**src/rtl/core/fir_filter_ring_buffer_top_assert.svh**
```systemverilog
// ----------------------------------------------------------------------------
// fir_filter_ring_buffer_top_assert.svh
// Assertion macros for the FIR filter block. Simulation builds get the
// checks; synthesis builds get empty macros.
// ----------------------------------------------------------------------------
`ifndef FIR_FILTER_RING_BUFFER_TOP_ASSERT_SVH
`define FIR_FILTER_RING_BUFFER_TOP_ASSERT_SVH

`ifndef SYNTHESIS

// Property must hold at every clock edge outside reset
`define FRB_ASSERT(name, clk, rst_n, prop) \
	name: assert property (@(posedge clk) disable iff (!rst_n) (prop)) \
		else $error("%m: assertion failed");

// Condition must never be true outside reset
`define FRB_ASSERT_NEVER(name, clk, rst_n, cond) \
	name: assert property (@(posedge clk) disable iff (!rst_n) !(cond)) \
		else $error("%m: forbidden condition seen");

`else

`define FRB_ASSERT(name, clk, rst_n, prop)
`define FRB_ASSERT_NEVER(name, clk, rst_n, cond)

`endif

`endif

```
**src/rtl/core/frb_pkg.sv**
```systemverilog
// ----------------------------------------------------------------------------
// frb_pkg
// Shared types and constants of the FIR filter: field widths, operation
// codes, fixed-point scaling and the MAC control bundle.
// ----------------------------------------------------------------------------
package frb_pkg;

	// Field widths
	localparam int SAMPLE_W  = 16;
	localparam int COEF_W    = 18;
	localparam int TAP_IDX_W = 5;
	localparam int OUT_W     = 25;

	// Unsigned sample widened by a sign bit, times signed coefficient
	localparam int PROD_W = SAMPLE_W + 1 + COEF_W;

	// Q20.14 products scaled to integer output units
	localparam int FRAC_SHIFT = 14;

	// Output saturation limits
	localparam longint OUT_MAX = 64'sd16777215;
	localparam longint OUT_MIN = -64'sd16777216;

	// Operation codes
	localparam logic OP_FILTER = 1'b0;
	localparam logic OP_LOAD   = 1'b1;

	// Control from the sequencer to the MAC, aligned with memory read data
	typedef struct packed {
		logic clear;   // start of a new output: zero the accumulator
		logic valid;   // read data holds one tap
		logic last;    // this is the final tap of the output
	} mac_ctl_t;

endpackage

```
**src/rtl/core/fir_filter_ring_buffer_top.sv**
```systemverilog
// A filter transaction keeps the block busy from acceptance until its result
// is loaded into the output register; a coefficient load leaves it idle. The
// busy span is set by the single multiply-accumulate unit, which sees one tap
// per cycle from one read port on each memory, plus the read, product and
// accumulate registers, and grows while a full output register is not taken.
// The result waits there, so the next input is accepted while it is pending.
// ----------------------------------------------------------------------------
// fir_filter_ring_buffer_top
// Direct-form FIR filter over a sample ring kept in RAM. A filter transaction
// stores a sample and sweeps all taps through one MAC; a load transaction
// writes one coefficient.
// ----------------------------------------------------------------------------
module fir_filter_ring_buffer_top #(
	parameter int TAPS       = 31,
	parameter int RING_DEPTH = 32
) (
	input  logic                                clk,
	input  logic                                arst_n,
	input  logic                                in_valid,
	output logic                                in_ready,
	input  logic                                opcode,
	input  logic [frb_pkg::SAMPLE_W-1:0]        sample_value,
	input  logic [frb_pkg::TAP_IDX_W-1:0]       tap_index,
	input  logic signed [frb_pkg::COEF_W-1:0]   coef_value,
	output logic                                out_valid,
	input  logic                                out_ready,
	output logic signed [frb_pkg::OUT_W-1:0]    filtered_value
);
	import frb_pkg::*;

	`include "fir_filter_ring_buffer_top_assert.svh"

	localparam int RA_W = $clog2(RING_DEPTH);
	localparam int CA_W = $clog2(TAPS);

	// Sequencer states
	localparam logic [1:0] S_IDLE  = 2'd0;
	localparam logic [1:0] S_RUN   = 2'd1;
	localparam logic [1:0] S_DRAIN = 2'd2;

	logic [1:0]              state_q;
	logic [RA_W-1:0]         ring_ptr_q;
	logic [RA_W-1:0]         rd_pos_q;
	logic [CA_W-1:0]         coef_cnt_q;
	logic                    issue_s1;
	logic                    last_s1;
	logic                    out_valid_q;
	logic signed [OUT_W-1:0] filtered_q;

	logic                    accept;
	logic                    filter_acc;
	logic                    load_acc;
	logic                    issue;
	logic                    out_load;
	logic [SAMPLE_W-1:0]     ring_rd_data;
	logic [COEF_W-1:0]       coef_rd_data;
	mac_ctl_t                mac_ctl;
	logic                    mac_done;
	logic signed [OUT_W-1:0] mac_result;

	// Input transaction decode
	assign in_ready   = (state_q == S_IDLE);
	assign accept     = in_valid && in_ready;
	assign filter_acc = accept && (opcode == OP_FILTER);
	assign load_acc   = accept && (opcode == OP_LOAD) && (32'(tap_index) < 32'(TAPS));
	assign issue      = (state_q == S_RUN);
	assign out_load   = (state_q == S_DRAIN) && mac_done && (!out_valid_q || out_ready);

	// Sample ring and coefficient store
	frb_mem #(
		.DEPTH (RING_DEPTH),
		.WIDTH (SAMPLE_W)
	) u_ring (
		.clk     (clk),
		.arst_n  (arst_n),
		.wr_en   (filter_acc),
		.wr_addr (ring_ptr_q),
		.wr_data (sample_value),
		.rd_addr (rd_pos_q),
		.rd_data (ring_rd_data)
	);

	frb_mem #(
		.DEPTH (TAPS),
		.WIDTH (COEF_W)
	) u_coef (
		.clk     (clk),
		.arst_n  (arst_n),
		.wr_en   (load_acc),
		.wr_addr (CA_W'(tap_index)),
		.wr_data (coef_value),
		.rd_addr (coef_cnt_q),
		.rd_data (coef_rd_data)
	);

	// Sequencer: newest sample pairs with the last coefficient, walking back
	always_ff @(posedge clk or negedge arst_n) begin
		if (!arst_n) begin
			state_q    <= S_IDLE;
			ring_ptr_q <= '0;
			rd_pos_q   <= '0;
			coef_cnt_q <= '0;
		end else begin
			unique case (state_q)
				S_IDLE: begin
					if (filter_acc) begin
						rd_pos_q   <= ring_ptr_q;
						coef_cnt_q <= CA_W'(TAPS - 1);
						ring_ptr_q <= (ring_ptr_q == RA_W'(RING_DEPTH - 1)) ?
							'0 : ring_ptr_q + 1'b1;
						state_q    <= S_RUN;
					end
				end
				S_RUN: begin
					rd_pos_q <= (rd_pos_q == '0) ?
						RA_W'(RING_DEPTH - 1) : rd_pos_q - 1'b1;
					if (coef_cnt_q == '0) begin
						state_q <= S_DRAIN;
					end else begin
						coef_cnt_q <= coef_cnt_q - 1'b1;
					end
				end
				S_DRAIN: begin
					if (out_load) begin
						state_q <= S_IDLE;
					end
				end
				default: begin
					state_q <= S_IDLE;
				end
			endcase
		end
	end

	// Control aligned with memory read data
	always_ff @(posedge clk or negedge arst_n) begin
		if (!arst_n) begin
			issue_s1 <= 1'b0;
			last_s1  <= 1'b0;
		end else begin
			issue_s1 <= issue;
			last_s1  <= issue && (coef_cnt_q == '0);
		end
	end

	assign mac_ctl = '{clear: filter_acc, valid: issue_s1, last: last_s1};

	frb_mac #(
		.TAPS (TAPS)
	) u_mac (
		.clk    (clk),
		.arst_n (arst_n),
		.ctl    (mac_ctl),
		.sample (ring_rd_data),
		.coef   ($signed(coef_rd_data)),
		.done   (mac_done),
		.result (mac_result)
	);

	// Output register
	always_ff @(posedge clk or negedge arst_n) begin
		if (!arst_n) begin
			out_valid_q <= 1'b0;
		end else if (out_load) begin
			out_valid_q <= 1'b1;
		end else if (out_ready) begin
			out_valid_q <= 1'b0;
		end
	end

	always_ff @(posedge clk) begin
		if (out_load) begin
			filtered_q <= mac_result;
		end
	end

	assign out_valid      = out_valid_q;
	assign filtered_value = filtered_q;

	// Checks
	`FRB_ASSERT(a_start_sweep, clk, arst_n, filter_acc |=> (state_q == S_RUN) && (coef_cnt_q == CA_W'(TAPS - 1)))
	`FRB_ASSERT(a_sweep_end, clk, arst_n, (issue && coef_cnt_q == '0) |=> (state_q == S_DRAIN))
	`FRB_ASSERT_NEVER(a_no_overwrite, clk, arst_n, out_load && out_valid_q && !out_ready)
	`FRB_ASSERT_NEVER(a_done_in_sweep, clk, arst_n, (state_q == S_RUN) && mac_done)

endmodule

```
**src/rtl/core/frb_mem.sv**
```systemverilog
// ----------------------------------------------------------------------------
// frb_mem
// Single-port-write, single-port-read synchronous RAM with a registered
// read. Per-entry valid flags make unwritten entries read as zero.
// ----------------------------------------------------------------------------
module frb_mem #(
	parameter int DEPTH  = 32,
	parameter int WIDTH  = 16,
	parameter int ADDR_W = $clog2(DEPTH)
) (
	input  logic              clk,
	input  logic              arst_n,
	input  logic              wr_en,
	input  logic [ADDR_W-1:0] wr_addr,
	input  logic [WIDTH-1:0]  wr_data,
	input  logic [ADDR_W-1:0] rd_addr,
	output logic [WIDTH-1:0]  rd_data
);

	logic [WIDTH-1:0] mem [DEPTH];
	logic [DEPTH-1:0] entry_vld_q;
	logic [WIDTH-1:0] rd_raw_q;
	logic             rd_vld_q;

	// Storage array and registered read
	always_ff @(posedge clk) begin
		if (wr_en) begin
			mem[wr_addr] <= wr_data;
		end
		rd_raw_q <= mem[rd_addr];
	end

	// Written-entry flags, cleared by reset
	always_ff @(posedge clk or negedge arst_n) begin
		if (!arst_n) begin
			entry_vld_q <= '0;
			rd_vld_q    <= 1'b0;
		end else begin
			if (wr_en) begin
				entry_vld_q[wr_addr] <= 1'b1;
			end
			rd_vld_q <= entry_vld_q[rd_addr];
		end
	end

	// Entries never written since reset read as zero
	assign rd_data = rd_vld_q ? rd_raw_q : '0;

endmodule

```
**src/rtl/core/frb_mac.sv**
```systemverilog
// ----------------------------------------------------------------------------
// frb_mac
// Multiply-accumulate unit: one registered product per cycle, a running
// sum, and the final scaling (truncate toward zero) with saturation.
// ----------------------------------------------------------------------------
module frb_mac #(
	parameter int TAPS = 31
) (
	input  logic                               clk,
	input  logic                               arst_n,
	input  frb_pkg::mac_ctl_t                  ctl,
	input  logic [frb_pkg::SAMPLE_W-1:0]       sample,
	input  logic signed [frb_pkg::COEF_W-1:0]  coef,
	output logic                               done,
	output logic signed [frb_pkg::OUT_W-1:0]   result
);
	import frb_pkg::*;

	// Sum of TAPS products needs log2(TAPS) guard bits
	localparam int ACC_W = PROD_W + $clog2(TAPS);
	localparam logic signed [ACC_W-1:0] BIAS   = ACC_W'((1 << FRAC_SHIFT) - 1);
	localparam logic signed [ACC_W-1:0] SAT_HI = ACC_W'(OUT_MAX);
	localparam logic signed [ACC_W-1:0] SAT_LO = ACC_W'(OUT_MIN);

	logic signed [PROD_W-1:0] prod_s2;
	logic                     valid_s2;
	logic                     last_s2;
	logic signed [ACC_W-1:0]  acc_q;
	logic                     done_q;
	logic signed [ACC_W-1:0]  bias;
	logic signed [ACC_W-1:0]  biased;
	logic signed [ACC_W-1:0]  scaled;

	// Product stage
	always_ff @(posedge clk) begin
		prod_s2 <= $signed({1'b0, sample}) * coef;
	end

	always_ff @(posedge clk or negedge arst_n) begin
		if (!arst_n) begin
			valid_s2 <= 1'b0;
			last_s2  <= 1'b0;
		end else begin
			valid_s2 <= ctl.valid;
			last_s2  <= ctl.valid & ctl.last;
		end
	end

	// Accumulator
	always_ff @(posedge clk) begin
		if (ctl.clear) begin
			acc_q <= '0;
		end else if (valid_s2) begin
			acc_q <= acc_q + {{(ACC_W - PROD_W){prod_s2[PROD_W-1]}}, prod_s2};
		end
	end

	// Sum complete flag, held until the next output starts
	always_ff @(posedge clk or negedge arst_n) begin
		if (!arst_n) begin
			done_q <= 1'b0;
		end else if (ctl.clear) begin
			done_q <= 1'b0;
		end else if (valid_s2 && last_s2) begin
			done_q <= 1'b1;
		end
	end

	// Shift right toward zero: bias negative sums before the arithmetic shift
	always_comb begin
		bias   = acc_q[ACC_W-1] ? BIAS : '0;
		biased = acc_q + bias;
		scaled = biased >>> FRAC_SHIFT;
		if (scaled > SAT_HI) begin
			result = OUT_W'(SAT_HI);
		end else if (scaled < SAT_LO) begin
			result = OUT_W'(SAT_LO);
		end else begin
			result = OUT_W'(scaled);
		end
	end

	assign done = done_q;

endmodule

```
**config.mk**
```make
export PLATFORM = sky130hd
export DESIGN_NAME = fir_filter_ring_buffer_top
export DESIGN_NICKNAME = d
export VERILOG_FILES = /design/src/rtl/core/frb_pkg.sv /design/src/rtl/core/fir_filter_ring_buffer_top.sv /design/src/rtl/core/frb_mem.sv /design/src/rtl/core/frb_mac.sv
export VERILOG_INCLUDE_DIRS = /design/src /design/src/rtl/core
export SDC_FILE = /design/constraint.sdc
export NUM_CORES = 2
export LEC_CHECK = 0
export ABC_AREA = 1
export BUFFER_PORTS_ARGS = -buffer_cell sky130_fd_sc_hd__buf_4
export CORE_UTILIZATION = 60
export CTS_BUF_LIST = sky130_fd_sc_hd__clkbuf_8
export CTS_CLUSTER_SIZE = 30
export DETAILED_ROUTE_END_ITERATION = 7
export GPL_TIMING_DRIVEN = 0
export PLACE_DENSITY = 0.86
export SLEW_MARGIN = 30
export SYNTH_ARGS = -nofsm -noshare
export SYNTH_HDL_FRONTEND = slang
export SYNTH_HIERARCHICAL = 1
export SYNTH_SLANG_ARGS = --single-unit
```
**constraint.sdc**
```tcl
create_clock -name clk -period 5.9 [get_ports clk]
set_clock_uncertainty 0.05 [all_clocks]
set_input_delay 0.885 -clock clk [delete_from_list [all_inputs] [get_ports clk]]
set_output_delay 0.885 -clock clk [all_outputs]
set_load 0.05 [all_outputs]
```
# After elaboration in Yosys (flattened, before gate mapping)

Memory sizes are Yosys's and may differ from the RTL's. A register that Yosys moved wholly into a read port is not among the register bits.
Index checks and enable logic that the tools add are counted.

Memories: 2
Bits of input ports: 44
Memory bits (writable): 1070
Output and inout port bits: 27
Register bits: 188

Equality and inequality tests: 7
Multipliers: 1
Add/sub/neg operators: 5
Multiplexer cells: 31
Reduce and logical (&&, ||, !) cells: 22
Bitwise logic cells: 4
$lt $le $gt $ge: 9

Memory list:

| memory     | depth | width | rd ports | clocked after memory_dff | write ports | line          | text |
|---|---|---|---|---|---|---|---|
| u_coef.mem | 31    | 18    | 1        | 1                        | 1           | frb_mem.sv:20 | `logic [WIDTH-1:0] mem [DEPTH];` |
| u_ring.mem | 32    | 16    | 1        | 1                        | 1           | frb_mem.sv:20 |  |

Operators by type and width:

| cell                   | count |
|---|---|
| $add A40 B15 Y40       | 1 |
| $add A40 B40 Y40       | 1 |
| $mul A17 B18 Y35       | 1 |
| $or A32 B32 Y32        | 1 |
| $or A31 B31 Y31        | 1 |
| $gt A26 B25 Y1 const B | 1 |
| $lt A26 B25 Y1 const B | 1 |
| $mux W25               | 1 |
| $mux W5                | 5 |
| $lt A5 B6 Y1 const B   | 4 |
| $pmux W5 S2            | 2 |
| $mux W18               | 1 |
| $mux W16               | 1 |
| $mux W14               | 1 |
| $mux W1                | 12 |
| $bmux W1 S5            | 2 |
| $demux W1 S5           | 2 |
| $ge A5 B1 Y1 const B   | 2 |
| $logic_and A1 B1 Y1    | 10 |
| $logic_not A5 Y1       | 2 |
| $sub A5 B1 Y5 const B  | 2 |
| $mux W2                | 3 |
| $pmux W2 S3            | 1 |
| $reduce_and A3 Y1      | 2 |
| other kinds (14)       | 19 |

# Longest topological paths before layout

Depth after elaboration: 6
Gate-level depth with buffers: 31
Gate-level depth less buffers: 27

# Cells and area by module

Netlist, hierarchy kept.

Modules (own cells, without submodules):

| module                     | instances | cells each | area an instance (µm²) |
|---|---|---|---|
| frb_mem at u_coef          | 1         | 2101       | 24491.0 |
| frb_mem at u_ring          | 1         | 1968       | 22556.6 |
| frb_mac                    | 1         | 2683       | 18376.4 |
| fir_filter_ring_buffer_top | 1         | 171        | 1875.5 |

# Least setup slack after synthesis

No wires, ideal clock.

Path kind: register -> register
Start point: register u_ring.rd_vld_q
End point: register u_mac.prod_s2[26]
Arrival time: 6.108 ns
Clock period less this slack: 6.230 ns
Slack: -0.330 ns
Data required time: 5.778 ns
Stages on the path, launching flop included: 29
Library setup time: 0.072 ns
Cells stage by stage: dfrtp_1 clkbuf_1 clkbuf_1 nand2_1 inv_1 clkbuf_1 clkbuf_1 nand2_1 fa_1 inv_1 fa_1 inv_1 fa_1 inv_1 fa_1 fa_1 inv_1 fa_1 inv_1 ha_1 nand2_1 nor2_1 nand3_1 o21ai_0 nand2_1 nand2_1 nand2_1 nand2_1 xor2_1

Cells in the longest elaborated chain, start to end: 2

RTL lines:

| element                    | line                             | text |
|---|---|---|
| start, declared            | frb_mem.sv:23                    | `logic rd_vld_q;` |
| start signal, assigned     | frb_mem.sv:42                    | `rd_vld_q <= entry_vld_q[rd_addr];` |
| $mux W16                   | frb_mem.sv:47                    | `assign rd_data = rd_vld_q ? rd_raw_q : '0;` |
| named net ring_rd_data[10] | fir_filter_ring_buffer_top.sv:55 | `logic [SAMPLE_W-1:0] ring_rd_data;` |
| $mul A17 B18 Y35           | frb_mac.sv:36                    | `prod_s2 <= $signed({1'b0, sample}) * coef;` |
| end signal, assigned       | frb_mac.sv:36                    |  |
| end, declared              | frb_mac.sv:25                    | `logic signed [PROD_W-1:0] prod_s2;` |

The timed path passes the listed nets, and every way through them passes these cells.
A chain may end at the register's enable or synchronous reset.

# Worst setup path in the final report

Start point: register u_ring.rd_vld_q
End point: register u_mac.prod_s2[23]

Same word-level chain as after synthesis.

==> results.md <==
Critical path:
- The arrival time at the worst endpoint is 6900 ps.
- The worst setup path is captured at a flop.
- The launching element type of the critical path is a flop.
- The count of cells along the worst register-to-register path is 24.
- In this run the worst path has a maximum fanout of 8.
- The critical path is of the reg -> reg type.
- The worst register-to-register path ends at u_mac/prod_s2[23].
- In this run the critical register-to-register path is launched from u_ring/rd_vld_q.
- For flop-to-flop paths, the worst setup slack is -290 ps.
- The data required time at the worst endpoint is ~6600 ps.

Detailed routing:
- The final wirelength is about 210000 um.
- The routed via count is 54414.
- The routed length per placed instance is 23.0 um.
- The initial detailed-routing violation count is around 7900.
- The total DRC errors in the routed layout is 0.
- The first detailed-routing pass took 8 iterations.
- The detail route stage leaves a number of antenna-violating nets equal to 0.
- The number of vias per cell after detailed routing is 6.06.

Synth:
- The netlist area before placement is 0.0673 mm^2.
- The share of the Yosys chip area taken by registers is 0.554.
- Each instance of the synthesized netlist takes up on average 9.72 um^2.
- The leading register cell type out of synthesis is sky130_fd_sc_hd__edfxtp_1.
- sky130_fd_sc_hd__edfxtp_1 takes more of the synthesized area than any other cell.
- The number of enable-type register cells in the synthesized netlist is 1095.
- The number of distinct library cell variants in the gate-level netlist after synthesis is 48.
- During synthesis, Yosys emitted a total of 6 warnings.
- The async set-or-reset flop fraction in the synthesized netlist is 0.0681.
- Synthesis inferred 1292 register bits.
- The net count after synthesis is 7406.
- Synthesis produced 6923 cells.
- The share of synthesized area in the top cell type comes to 0.489.
- Sorting the synthesized cells by area gives the leading types as sky130_fd_sc_hd__edfxtp_1, sky130_fd_sc_hd__nand2_1, sky130_fd_sc_hd__fa_1, sky130_fd_sc_hd__nand3_1, sky130_fd_sc_hd__inv_1.

Min path:
- The critical hold path startpoint is out_ready.
- The worst hold path belongs to the class in -> reg.
- The cell depth of the worst min-delay path is 2.
- The sink of the worst hold path is out_valid.

Run status:
- The run finished, with violations left.
- The final reports fail on negative setup slack.

Power:
- The completed layout was analyzed and its total power is 0.0364 W.
- The internal power of the cells totals about 0.02 W.
- Of the total power, the share spent switching nets is 0.450.
- For this design the static power due to leakage is 33.9 nW.
- The clock network fraction of design power is 0.210.
- The part of the power in registers is 0.307.
- The portion of total power attributed to combinational logic is 0.483.
- The analysis attributes to net switching a power of 0.0164 W.
- The total power per unit cell area is 472 mW/mm^2.
- The worst-case vdd ir drop is roughly 0.00029 V.

Die:
- The initial core utilization is 0.606.
- In this run the vertical extent of the chip is 337 um.
- The floorplan row count is 122.
- The core region is 0.111 mm^2.
- During I/O placement, the number of pins put on the boundary was 71.
- The floorplan step defined a die boundary enclosing 0.114 mm^2.
- Measured along the x axis, the die boundary spans 337 um.

Timing:
- The smallest hold slack is ~240 ps.
- The number of hold violations in the final report is 0.
- Setup violations remaining at the end of the flow were counted as 18.
- The slew of the pin with the lowest slew margin is 965 ps.
- Derived from the worst setup path, the maximum achievable clock frequency is between 150 and 200 MHz.
- Once routing completed, OpenROAD measured the worst setup slack at -292 ps.
- The max-slew violation count is 0.
- Measured against its own limit, the worst slew margin works out to 0.356.
- The smallest clock period supported by the final layout is computed as 6190 ps.
- Setup repair after global routing could not meet its margin everywhere.
- The post-route clock period utilization is 1.05.

Placed design:
- The post-DP HPWL is ~140000 um.
- At the end of routability-driven placement, the weighted congestion stood at 0.995.
- The number of port buffers is 70.

Global route:
- The number of global-route vias before repair came to 52567.
- The first-pass GRT wire length is 303000 um.
- Across every metal layer, demand over resource in global routing totals 0.359.
- Entering global routing, the biggest net connects 89 pins.
- The total global routing overflow is 0.
- The number of antenna violations at the first check in global routing was 7.

Clock tree:
- The TritonCTS buffer count is just under 200.
- Counting along the longest clock path gives a buffer depth of 3.
- TritonCTS built the clock tree.
- The root buffer cell is sky130_fd_sc_hd__clkbuf_8.
- The H-tree depth reported by CTS is 4.
- Clock-pin slew was measured on the worst setup and hold paths at 70 ps.
- For the worst-skew pair, the clock arrives at the later sink with an insertion delay of between 900 and 1000 ps.
- The clock drives 1292 sinks.

Layout:
- The core utilization of the finished layout is 0.695.
- The proportion of layout cells with a drive suffix above 1 is 0.153.
- At the end of the flow, the number of nets in the layout was 7793.
- Leaving out fill and tap cells, the most frequent cell in the layout is sky130_fd_sc_hd__nand2_1.
- The library cells used most frequently in the layout, excluding fill and tap cells, are sky130_fd_sc_hd__nand2_1, sky130_fd_sc_hd__edfxtp_1, sky130_fd_sc_hd__nand3_1.
- The fill cell total of the finished layout is 7394.
- The layout overhead on the synthesized area is 14.6%.

Job:
- The count of max-cap constraint violations is 0.
==> cells by family (layout without fill, tap and decap cells) <==
| kind of cell | after synthesis | in the layout | synth area share |
|---|---|---|---|
| DFF | 1292 | 1292 | 0.554 |
| buffers and inverters | 1124 | 1683 | 0.0699 |
| and+or+nand+nor | 3762 | 3762 | 0.235 |
| adders and majority gates | 439 | 439 | 0.114 |
| other | 0 | 2 | 0 |
| AOI/OAI and AO/OA | 248 | 248 | 0.0197 |
| xor gates and xnor gates | 58 | 58 | 0.00755 |
==> layout make-up <==
type                       instances  area, um^2  share of cell area
inverter                         795        3060              0.0397
multi-input combinational       4507       26700               0.347
buffer                           299        2010              0.0260
clock buffer                     219        3010              0.0391
clock inverter                   152        1120              0.0145
antenna                            2        5.00           0.0000649
sequential                      1292       37300               0.483
timing repair buffer             218        2030              0.0264
tap                             1488        1860              0.0242
==> synth_stat cells, types with 66 or more instances <==
cell and instances:
sky130_fd_sc_hd__a21oi_1 126, sky130_fd_sc_hd__buf_2 119, sky130_fd_sc_hd__clkbuf_1 122, sky130_fd_sc_hd__dfrtp_1 88, sky130_fd_sc_hd__dfxtp_1 109, sky130_fd_sc_hd__edfxtp_1 1095
sky130_fd_sc_hd__fa_1 294, sky130_fd_sc_hd__ha_1 145, sky130_fd_sc_hd__inv_1 782, sky130_fd_sc_hd__nand2_1 2317, sky130_fd_sc_hd__nand3_1 997, sky130_fd_sc_hd__nor2_1 296
sky130_fd_sc_hd__o21ai_0 85, sky130_fd_sc_hd__or2_2 66
==> state kept, by name (all words and copies together), names as in the netlist, 2 cells and up <==
name,count
u_mac/prod_s2,35
rd_pos_q,5
filtered_value,25
state_q,2
u_ring/rd_raw_q,16
u_ring/entry_vld_q,32
u_mac/acc_q,40
u_coef/entry_vld_q,31
u_coef/rd_raw_q,18
ring_ptr_q,5
u_ring/mem,512
u_coef/mem,558
coef_cnt_q,5
==> worst max-delay path: stages (launching register included) <==
cell,delay (ps)
sky130_fd_sc_hd__dfrtp_2,520
sky130_fd_sc_hd__buf_8,180
sky130_fd_sc_hd__nand2_4,60
sky130_fd_sc_hd__clkinvlp_4,190
sky130_fd_sc_hd__clkbuf_16,230
sky130_fd_sc_hd__nand2_2,60
sky130_fd_sc_hd__inv_2,40
sky130_fd_sc_hd__fa_1,500
sky130_fd_sc_hd__inv_1,50
sky130_fd_sc_hd__fa_1,490
sky130_fd_sc_hd__fa_1,530
sky130_fd_sc_hd__inv_2,50
sky130_fd_sc_hd__fa_1,490
sky130_fd_sc_hd__fa_1,540
sky130_fd_sc_hd__inv_2,50
sky130_fd_sc_hd__fa_1,590
sky130_fd_sc_hd__inv_2,60
sky130_fd_sc_hd__ha_4,250
sky130_fd_sc_hd__a21o_1,200
sky130_fd_sc_hd__a31oi_1,230
sky130_fd_sc_hd__nand2_1,100
sky130_fd_sc_hd__nand2_1,140
sky130_fd_sc_hd__nand3_4,130
sky130_fd_sc_hd__buf_4,160
sky130_fd_sc_hd__xor2_1,140
==> worst max path at each step <==
stage                          startpoint                 to  slack (ps)  cells past startpoint
final                     u_ring/rd_vld_q  u_mac/prod_s2[23]        -290                     24
after global routing      u_ring/rd_vld_q  u_mac/prod_s2[34]        -370                     25
after CTS                 u_ring/rd_vld_q  u_mac/prod_s2[34]         -50                     26
after detailed placement  u_ring/rd_vld_q  u_mac/prod_s2[32]       -1220                     28
after global placement    u_ring/rd_vld_q  u_mac/prod_s2[31]       -1160                     23
after floorplan           u_ring/rd_vld_q  u_mac/prod_s2[26]           6                     28
==> routing by layer <==
layer | share of wire | up-vias | wire length [um] | global-route usage
li1 | - | 23302 | - | -
met1 | 0.35 | 25711 | 72000 | 0.465
met2 | 0.45 | 4488 | 93200 | 0.552
met3 | 0.15 | 905 | 30300 | 0.109
met4 | 0.053 | 8 | 11000 | 0.176
met5 | 0.00025 | - | 52 | 0
==> power groups by stage <==
| stage | logic (W) | clock network [W] | registers, W |
|---|---|---|---|
| 2_1_floorplan | 0.0101 | 0 | 0.0111 |
| 3_5_place_dp | 0.0151 | 0 | 0.0113 |
| 4_1_cts | 0.0163 | 0.00767 | 0.0111 |
| 3_3_place_gp | 0.0147 | 0 | 0.0113 |
| 5_1_grt | 0.0187 | 0.00809 | 0.0112 |
| 6_report | 0.0176 | 0.00765 | 0.0112 |
==> stage by stage <==
step / setup WS, ps / instance area (um^2) / setup TNS [ps] / instances
2_1_floorplan: 6.40 / 67300 / 0 / 6923
3_3_place_gp: -1160 / 69700 / -22450 / 8481
3_5_place_dp: -1220 / 70500 / -23720 / 8511
4_1_cts: -53.8 / 76300 / -137 / 8926
5_1_grt: -366 / 77100 / -5340 / 8971
6_report: -292 / 77100 / -3200 / 8972
==> timing repair <==
item	CTS	global route
endpoints found under the hold margin	0	34
resized for setup	318	133
cloned	4	1
buffers inserted	68	43
setup endpoints to repair	26	23
pin swaps	144	66
hold buffers	0	1
(Power assumes the default switching activity.)
